===== src/rtl/core/assert_macros.svh =====
// Assertion macros shared by the RTL of the per-flow statistics block.
// Included by the top level, which checks its own logic; no other dependencies.
`ifndef ASSERT_MACROS_SVH
`define ASSERT_MACROS_SVH
`ifndef SYNTHESIS
// check that a property holds at every clock edge outside reset
`define PFTS_ASSERT(label, clk, rst, prop, msg) \
   label: assert property (@(posedge clk) disable iff (rst) (prop)) else $error(msg);
// check that an event is later followed by another one
`define PFTS_ASSERT_NEXT2(label, clk, rst, trig, resp, msg) \
   label: assert property (@(posedge clk) disable iff (rst) (trig) |=> ##1 (resp)) \
      else $error(msg);
`else
`define PFTS_ASSERT(label, clk, rst, prop, msg)
`define PFTS_ASSERT_NEXT2(label, clk, rst, trig, resp, msg)
`endif
`endif


===== src/rtl/core/pfts_pkg.sv =====
// Types and constants of the per-flow traffic statistics block.
// No dependencies; used by the divider, the top level and the testbench.
package pfts_pkg;

   // item kinds
   localparam logic [2:0] KIND_TX         = 3'd0;
   localparam logic [2:0] KIND_RX         = 3'd1;
   localparam logic [2:0] KIND_READ_INTV  = 3'd2;
   localparam logic [2:0] KIND_READ_TOTAL = 3'd3;
   localparam logic [2:0] KIND_CLEAR_ALL  = 3'd4;

   localparam int          SCALE_W    = 20;
   localparam logic [19:0] RATE_SCALE = 20'd1000000;
   localparam logic [19:0] LOSS_SCALE = 20'd10000;
   localparam logic [19:0] UNIT_SCALE = 20'd1;
   localparam logic [13:0] LOSS_MAX   = 14'd10000;
   localparam logic [63:0] ALL_ONES64 = {64{1'b1}};

   typedef struct packed {
      logic [63:0] tx_pkts;
      logic [63:0] tx_octets;
      logic [63:0] rx_pkts;
      logic [63:0] rx_octets;
      logic [63:0] lost;
      logic [63:0] lat_sum;
      logic [63:0] lat_min;
      logic [63:0] lat_max;
   } stats_set_type;

   typedef struct packed {
      logic [31:0] last_seq;
      logic        seq_seen;
      logic [63:0] last_transit;
      logic        transit_seen;
      logic [63:0] jitter;
   } flow_type;

   typedef struct packed {
      stats_set_type set;
      flow_type      flow;
   } total_entry_type;

   localparam stats_set_type SET_RESET = '{
      tx_pkts: 64'd0, tx_octets: 64'd0, rx_pkts: 64'd0, rx_octets: 64'd0,
      lost: 64'd0, lat_sum: 64'd0, lat_min: ALL_ONES64, lat_max: 64'd0};

   localparam flow_type FLOW_RESET = '{
      last_seq: 32'd0, seq_seen: 1'b0, last_transit: 64'd0,
      transit_seen: 1'b0, jitter: 64'd0};

   localparam total_entry_type ENTRY_RESET = '{set: SET_RESET, flow: FLOW_RESET};

   typedef enum logic [2:0] {
      ST_IDLE,
      ST_LOOK,
      ST_UPD,
      ST_DIV_GO,
      ST_DIV_WAIT,
      ST_OUT
   } ctl_state_type;

   typedef enum logic [2:0] {
      DIV_IDLE,
      DIV_MUL,
      DIV_SUM,
      DIV_ITER,
      DIV_DONE
   } div_state_type;

   // request to the divider: floor(a * k / d), saturated
   typedef struct packed {
      logic               start;
      logic [63:0]        a;
      logic [SCALE_W-1:0] k;
      logic [63:0]        d;
   } div_req_type;

   typedef struct packed {
      logic        done;
      logic [63:0] q;
   } div_rsp_type;

endpackage


===== src/rtl/core/pfts_div.sv =====
// Shared multiply-divide unit: floor(a * k / d) with saturation, one quotient
// bit per cycle. Depends on pfts_pkg.
module pfts_div (
   input  logic                 clock,
   input  logic                 reset,
   input  pfts_pkg::div_req_type div_req,
   output pfts_pkg::div_rsp_type div_rsp
);
   import pfts_pkg::*;

   div_state_type      state_ff, state_in;
   logic [63:0]        a_ff;
   logic [SCALE_W-1:0] k_ff;
   logic [63:0]        d_ff;
   logic [51:0]        plo_ff;
   logic [51:0]        phi_ff;
   logic [63:0]        lo_ff;
   logic [63:0]        rem_ff;
   logic [63:0]        q_ff;
   logic [5:0]         cnt_ff;
   logic [127:0]       prod;
   logic [64:0]        trial;
   logic               fit;
   logic               sat;

   // assemble the exact product from the two partial products
   assign prod  = {76'd0, plo_ff} + ({76'd0, phi_ff} << 32);
   assign sat   = prod[127:64] >= d_ff;
   assign trial = {rem_ff, lo_ff[63]};
   assign fit   = trial >= {1'b0, d_ff};

   // next state
   always_comb begin
      state_in = state_ff;
      unique case (state_ff)
         DIV_IDLE: if (div_req.start) state_in = DIV_MUL;
         DIV_MUL:  state_in = DIV_SUM;
         DIV_SUM:  state_in = sat ? DIV_DONE : DIV_ITER;
         DIV_ITER: if (cnt_ff == 6'd63) state_in = DIV_DONE;
         DIV_DONE: state_in = DIV_IDLE;
         default:  state_in = DIV_IDLE;
      endcase
   end

   // outputs
   always_comb begin
      div_rsp.done = (state_ff == DIV_DONE);
      div_rsp.q    = q_ff;
   end

   always_ff @(posedge clock) begin
      if (reset) begin
         state_ff <= DIV_IDLE;
      end else begin
         state_ff <= state_in;
      end
   end

   // datapath: capture operands, multiply, then shift-subtract
   always_ff @(posedge clock) begin
      unique case (state_ff)
         DIV_IDLE: begin
            a_ff <= div_req.a;
            k_ff <= div_req.k;
            d_ff <= div_req.d;
         end
         DIV_MUL: begin
            plo_ff <= 52'(a_ff[31:0]) * 52'(k_ff);
            phi_ff <= 52'(a_ff[63:32]) * 52'(k_ff);
         end
         DIV_SUM: begin
            q_ff   <= sat ? ALL_ONES64 : 64'd0;
            rem_ff <= prod[127:64];
            lo_ff  <= prod[63:0];
            cnt_ff <= 6'd0;
         end
         DIV_ITER: begin
            rem_ff <= fit ? 64'(trial - {1'b0, d_ff}) : trial[63:0];
            q_ff   <= {q_ff[62:0], fit};
            lo_ff  <= {lo_ff[62:0], 1'b0};
            cnt_ff <= cnt_ff + 6'd1;
         end
         DIV_DONE: begin
            q_ff <= q_ff;
         end
         default: begin
            q_ff <= q_ff;
         end
      endcase
   end
endmodule


===== config.mk =====
export PLATFORM = sky130hd
export DESIGN_NAME = pfts_div
export DESIGN_NICKNAME = d
export VERILOG_FILES = /design/src/rtl/core/assert_macros.svh /design/src/rtl/core/pfts_pkg.sv /design/src/rtl/core/pfts_div.sv
export SDC_FILE = /design/constraint.sdc
export NUM_CORES = 2
export LEC_CHECK = 0
export ABC_AREA = 1
export BUFFER_PORTS_ARGS = -buffer_cell sky130_fd_sc_hd__buf_4
export CORE_MARGIN = 2
export CORE_UTILIZATION = 50
export CTS_BUF_LIST = sky130_fd_sc_hd__clkbuf_4
export DETAILED_ROUTE_END_ITERATION = 12
export PLACE_DENSITY = 0.63
export SLEW_MARGIN = 10
export SYNTH_ARGS = -nofsm -noshare
export SYNTH_HDL_FRONTEND = slang
export SYNTH_SLANG_ARGS = --single-unit

===== constraint.sdc =====
create_clock -name clock -period 30.5 [get_ports clock]
set_input_delay 6.1 -clock clock [delete_from_list [all_inputs] [get_ports clock]]
set_output_delay 6.1 -clock clock [all_outputs]
set_load 0.05 [all_outputs]

## Yosys cells after proc, flatten, opt, wreduce, memory -nomap -nowiden

Cells that the tools add are included.

- Register bits after elaboration: 453
- Input port bits: 151
- Output and inout port bits: 65
- Word-level logic and storage cells: 37

- Add/sub/neg operators: 3
- Multiply operators: 2
- Order comparisons: 2
- Equality and inequality tests: 7
- Multiplexer cells: 10
- Reduce and logical (&&, ||, !) cells: 3

Operators by type and width:

| cell | number |
|---|---|
| $pmux W64 S2 | 3 |
| $mux W64 | 2 |
| $mul A32 B20 Y52 | 2 |
| $add A52 B84 Y85 | 1 |
| $ge A65 B64 Y1 | 1 |
| $ge A21 B64 Y1 | 1 |
| $sub A64 B64 Y64 | 1 |
| $pmux W3 S4 | 1 |
| $pmux W6 S2 | 1 |
| $mux W3 | 3 |
| $add A6 B1 Y6 const B | 1 |
| $eq A3 B2 Y1 const B | 2 |
| $eq A6 B6 Y1 const B | 1 |
| $ne A2 B2 Y1 const B | 2 |
| $eq A3 B1 Y1 const B | 1 |
| $eq A3 B3 Y1 const B | 1 |
| $logic_not A3 Y1 | 1 |
| $reduce_and A2 Y1 | 1 |
| $reduce_bool A2 Y1 | 1 |

## Longest topological paths before layout

- Word-level depth: 4
- Mapped depth: 30

## Worst setup path before layout

Ideal clock, no wire load.

- Kind: reg2reg
- Start point: reg state_ff[0]
- End point: reg state_ff[0]
- Arrival time: 11.752 ns
- Required time: 30.402 ns
- Slack: 18.651 ns
- Stages on the path, launching flop included: 8
- Buffers on the path: 0
- Period minus slack after synthesis: 11.849 ns
- Path through: dfxtp_1 nor3_1 inv_1 nor2_1 nor2_1 inv_1 nor2_1 a21oi_1

- Cells in the longest elaborated chain, start to end: 3
- Elaborated cells on any way between the ends: 8

RTL lines:

| what | line | RTL |
|---|---|---|
| start, declared | pfts_div.sv:11 | `div_state_type state_ff, state_in;` |
| start signal, assigned | pfts_div.sv:55 | `state_ff <= state_in;` |
| $eq A3 B2 Y1 or $logic_not A3 Y1 (tied branches) | pfts_div.sv:35 | `unique case (state_ff)` |
| $ne A2 B2 Y1 (no line) | - |  |
| $reduce_and A2 Y1 (no line) | - |  |

Parallel ways exist; a longest one is shown, timed or not.
A chain may end at the register's enable or synchronous reset.

==> results by stage <==
Run status:
- The run finished with clean final reports.

Synth:
- The number of warnings issued by yosys is 0.
- Counting every net in the synthesized netlist gives 10404.
- Sequential cells were found to cover 19.8% of the synthesized design area.
- After technology mapping, the gate count stands at 8749.
- The most used standard cell by instance count after synthesis is sky130_fd_sc_hd__nand2_1.
- The most used flip-flop cell after synthesis is sky130_fd_sc_hd__edfxtp_1.
- The commonest cells after synthesis are sky130_fd_sc_hd__nand2_1, sky130_fd_sc_hd__inv_1, sky130_fd_sc_hd__fa_1, sky130_fd_sc_hd__nor2_1, sky130_fd_sc_hd__edfxtp_1.
- The cell area that synthesis handed to floorplanning was 68500 um^2.
- Counting distinct cell types in the post-synthesis netlist gives 43.
- The number of synthesized register bits is 453.
- Summed over its instances, the top area cell type makes up 31.4% of the synthesized netlist area.
- The number of synthesized flops with an enable pin is 450.
- The cell accounting for the most synthesized area is sky130_fd_sc_hd__fa_1.
- The average instance in the mapped netlist occupies 7.83 um^2.
- Counting flops with an async set or reset pin after synthesis yields a share of 0%.
- Yosys attributes the largest share of cell area to sky130_fd_sc_hd__fa_1, sky130_fd_sc_hd__edfxtp_1, sky130_fd_sc_hd__nand2_1.

Final layout:
- After filler insertion, the fill cell instance count of the layout stands at 13169.
- Cells with a size suffix above 1 make up 5.89% of the layout.
- The area of the multi-input gates is 44900 um^2.
- Excluding fillers, the count of instances in the completed layout stands at 10748.
- The number of nets in the layout is 10504.
- Across the whole layout, storage elements account for 13600 um^2.
- The layout-stage area growth over the synthesis result is 7.11%.

Route:
- In the final routed layout, each cell accounts on average for 19.1 um.
- The iteration-0 DRC count of the detailed router is 4005.
- The residual antenna-violating net count after detailed routing is 0.
- The total length of routed wires is 205000 um.
- The final route contains 55878 vias.
- In the routed layout, each cell is associated on average with a via count of 5.20.
- The DRC violation count after routing is 0.
- For this run, the detailed router's first-pass iteration total came to 8.

Worst setup path:
- Data arrives at the worst endpoint at 2.07 ns.
- STA classifies the critical path endpoint as an output port.
- The startpoint kind of the worst setup timing path is a register.
- The slack of the worst reg-to-reg path is 22.85 ns.
- The cell count of the worst reg-to-reg path is 23.
- The critical path starts at state_ff[2].
- The source of the worst register-to-register timing path is k_ff[15].
- The worst reg2reg path endpoint is plo_ff[51].
- The most critical setup path has its endpoint at div_rsp[64].
- At the worst endpoint, the required time is 24.40 ns.
- The critical path is of the reg2out type.
- The highest fanout seen on the critical path is 6.

Clocking:
- The number of buffers between clock root and the deepest sink is 3.
- TritonCTS built the clock tree.
- The number of levels in the clock H-tree is 4.
- The total clock buffers created by CTS is 138.
- The tree is rooted in a sky130_fd_sc_hd__clkbuf_4.
- Post-CTS timing repair inserted 0 buffers for setup.
- The clock drives 453 sinks.
- The clock transition at the register clock pins on the worst setup and hold paths after CTS is 0.07 ns.
- At the later pin of the worst-skew pair, clock insertion delay measures 1.20 ns.
- The number of buffers added to fix hold violations after cts is 0.
- After clock tree synthesis, the repair step resized 0 gates.

Job:
- Across the run, the number of max-cap violations was 0.

Global route:
- The global-route usage over all layers is 29.9%.
- The wire length of the first global-routing pass is 326000 um.
- The initial antenna violation count is 3.
- The via count of the first global-routing pass is 58992.
- The final global-route overflow total is 0.
- The pin count of the biggest net entering global routing is 103.

STA:
- The final period demand of the worst path is 8.17 ns.
- The count of final hold-check violations is 0.
- Across the routed clock network, the largest skew measured is 0.128 ns.
- The number of setup violations in the final report is 0.
- The total negative slack is 0 ns.
- The actual transition at the worst max-transition pin is 1.17 ns.
- Of the available clock period, the critical path in the final layout requires 26.8%.
- The worst slew margin relative to its limit is 22.2%.
- Setup repair after global routing left no endpoint under its margin.
- The final max-slew violation count came to 0.
- For this run, the top clock speed supported by timing is 0.122 GHz.

Floorplan:
- The die height is 374 um.
- Row generation in the floorplan step produced 135 rows.
- The die is 374 um wide.
- The region available for standard cell placement spans 136000 um^2.
- 216 I/O pins were placed.
- The total die area is 140000 um^2.
- The initial standard-cell utilization of the core is 50.5%.

Placement:
- Including well taps, the total number of placed cells is 10490.
- The quantity of I/O buffers inserted on ports is 215.
- The half-perimeter wire length after detailed placement is 156000 um.
- The final RePlAce weighted congestion is 0.980.

Worst hold path:
- The min-delay analysis places its worst path in the category reg2reg.
- The worst hold path passes through 2 cells.
worst min-delay path by stage:
| stage | end | startpoint |
|---|---|---|
| 2_1_floorplan | lo_ff[10] | plo_ff[10] |
| 3_3_place_gp | lo_ff[1] | plo_ff[1] |
| 3_5_place_dp | lo_ff[3] | plo_ff[3] |
| 4_1_cts | lo_ff[59] | lo_ff[58] |
| 5_1_grt | lo_ff[59] | lo_ff[58] |
| 6_report | lo_ff[31] | lo_ff[30] |
stage by stage:
stage / worst slack (ns) / utilization, % / cell area, um^2 / hold slack, ns
CTS: 22.20 / 54.0 / 73300 / 0.466
finish: 22.33 / 54.1 / 73300 / 0.472
global placement: 23.00 / 52.8 / 71600 / 0.492
global route: 22.14 / 54.1 / 73300 / 0.515
detailed placement: 22.96 / 52.8 / 71600 / 0.494
floorplan: 18.65 / - / 68500 / 0.487
cells by family after synthesis:
group,Yosys count,synth area share [%]
and+or+nand+nor,3488,20.2
buffers and inverters,2637,14.6
adders and majority gates,1504,39.3
AOI/OAI and AO/OA,513,4.19
DFF,453,19.8
xor gates and xnor gates,154,1.97
sequential cells by signal (all words and copies together), names as in the netlist:
register  cells
plo_ff       52
state_ff      3
rem_ff       64
cnt_ff        6
a_ff         64
phi_ff       52
k_ff         20
q_ff         64
d_ff         64
lo_ff        64
worst max-delay path, stage by stage (launching register included):
cell                      delay [ns]
sky130_fd_sc_hd__dfxtp_1        0.49
sky130_fd_sc_hd__nor3b_1        0.24
sky130_fd_sc_hd__buf_4          0.23
cell usage in the layout (no fill, tap or decap), types with 59 or more instances in the layout:
cell | synthesis | final
sky130_fd_sc_hd__nor2_1 | 485 | 484
sky130_fd_sc_hd__nor3_1 | 65 | 62
sky130_fd_sc_hd__xor2_1 | 95 | 95
sky130_fd_sc_hd__nand3_1 | 237 | 236
sky130_fd_sc_hd__o21bai_1 | 65 | 65
sky130_fd_sc_hd__nand2_1 | 2588 | 2588
sky130_fd_sc_hd__clkbuf_4 | 0 | 187
sky130_fd_sc_hd__fa_1 | 1074 | 1074
sky130_fd_sc_hd__a21oi_1 | 235 | 235
sky130_fd_sc_hd__o21ai_0 | 147 | 147
sky130_fd_sc_hd__inv_1 | 2311 | 2311
sky130_fd_sc_hd__buf_4 | 0 | 278
sky130_fd_sc_hd__xnor2_1 | 59 | 59
sky130_fd_sc_hd__edfxtp_1 | 450 | 450
sky130_fd_sc_hd__ha_1 | 430 | 430
routing by layer:
metal	GRT usage [%]	vias to the layer above	wire length, um
li1	-	25955	-
met1	40.0	27381	86800
met2	49.3	2108	95800
met3	5.22	430	15700
met4	9.98	4	6630
met5	0.515	-	113
cell type report:
cell class,count,share of cell area (%)
Multi-Input combinational cell,5659,61.3
Sequential cell,453,18.5
Inverter,2318,11.9
Tap cell,1781,3.04
Timing Repair Buffer,279,2.87
Clock buffer,187,1.91
Clock inverter,61,0.468
Antenna cell,10,0.0341
Power is not shown: default switching activity piles up to over one toggle a cycle in this logic, so the estimate is an artifact.
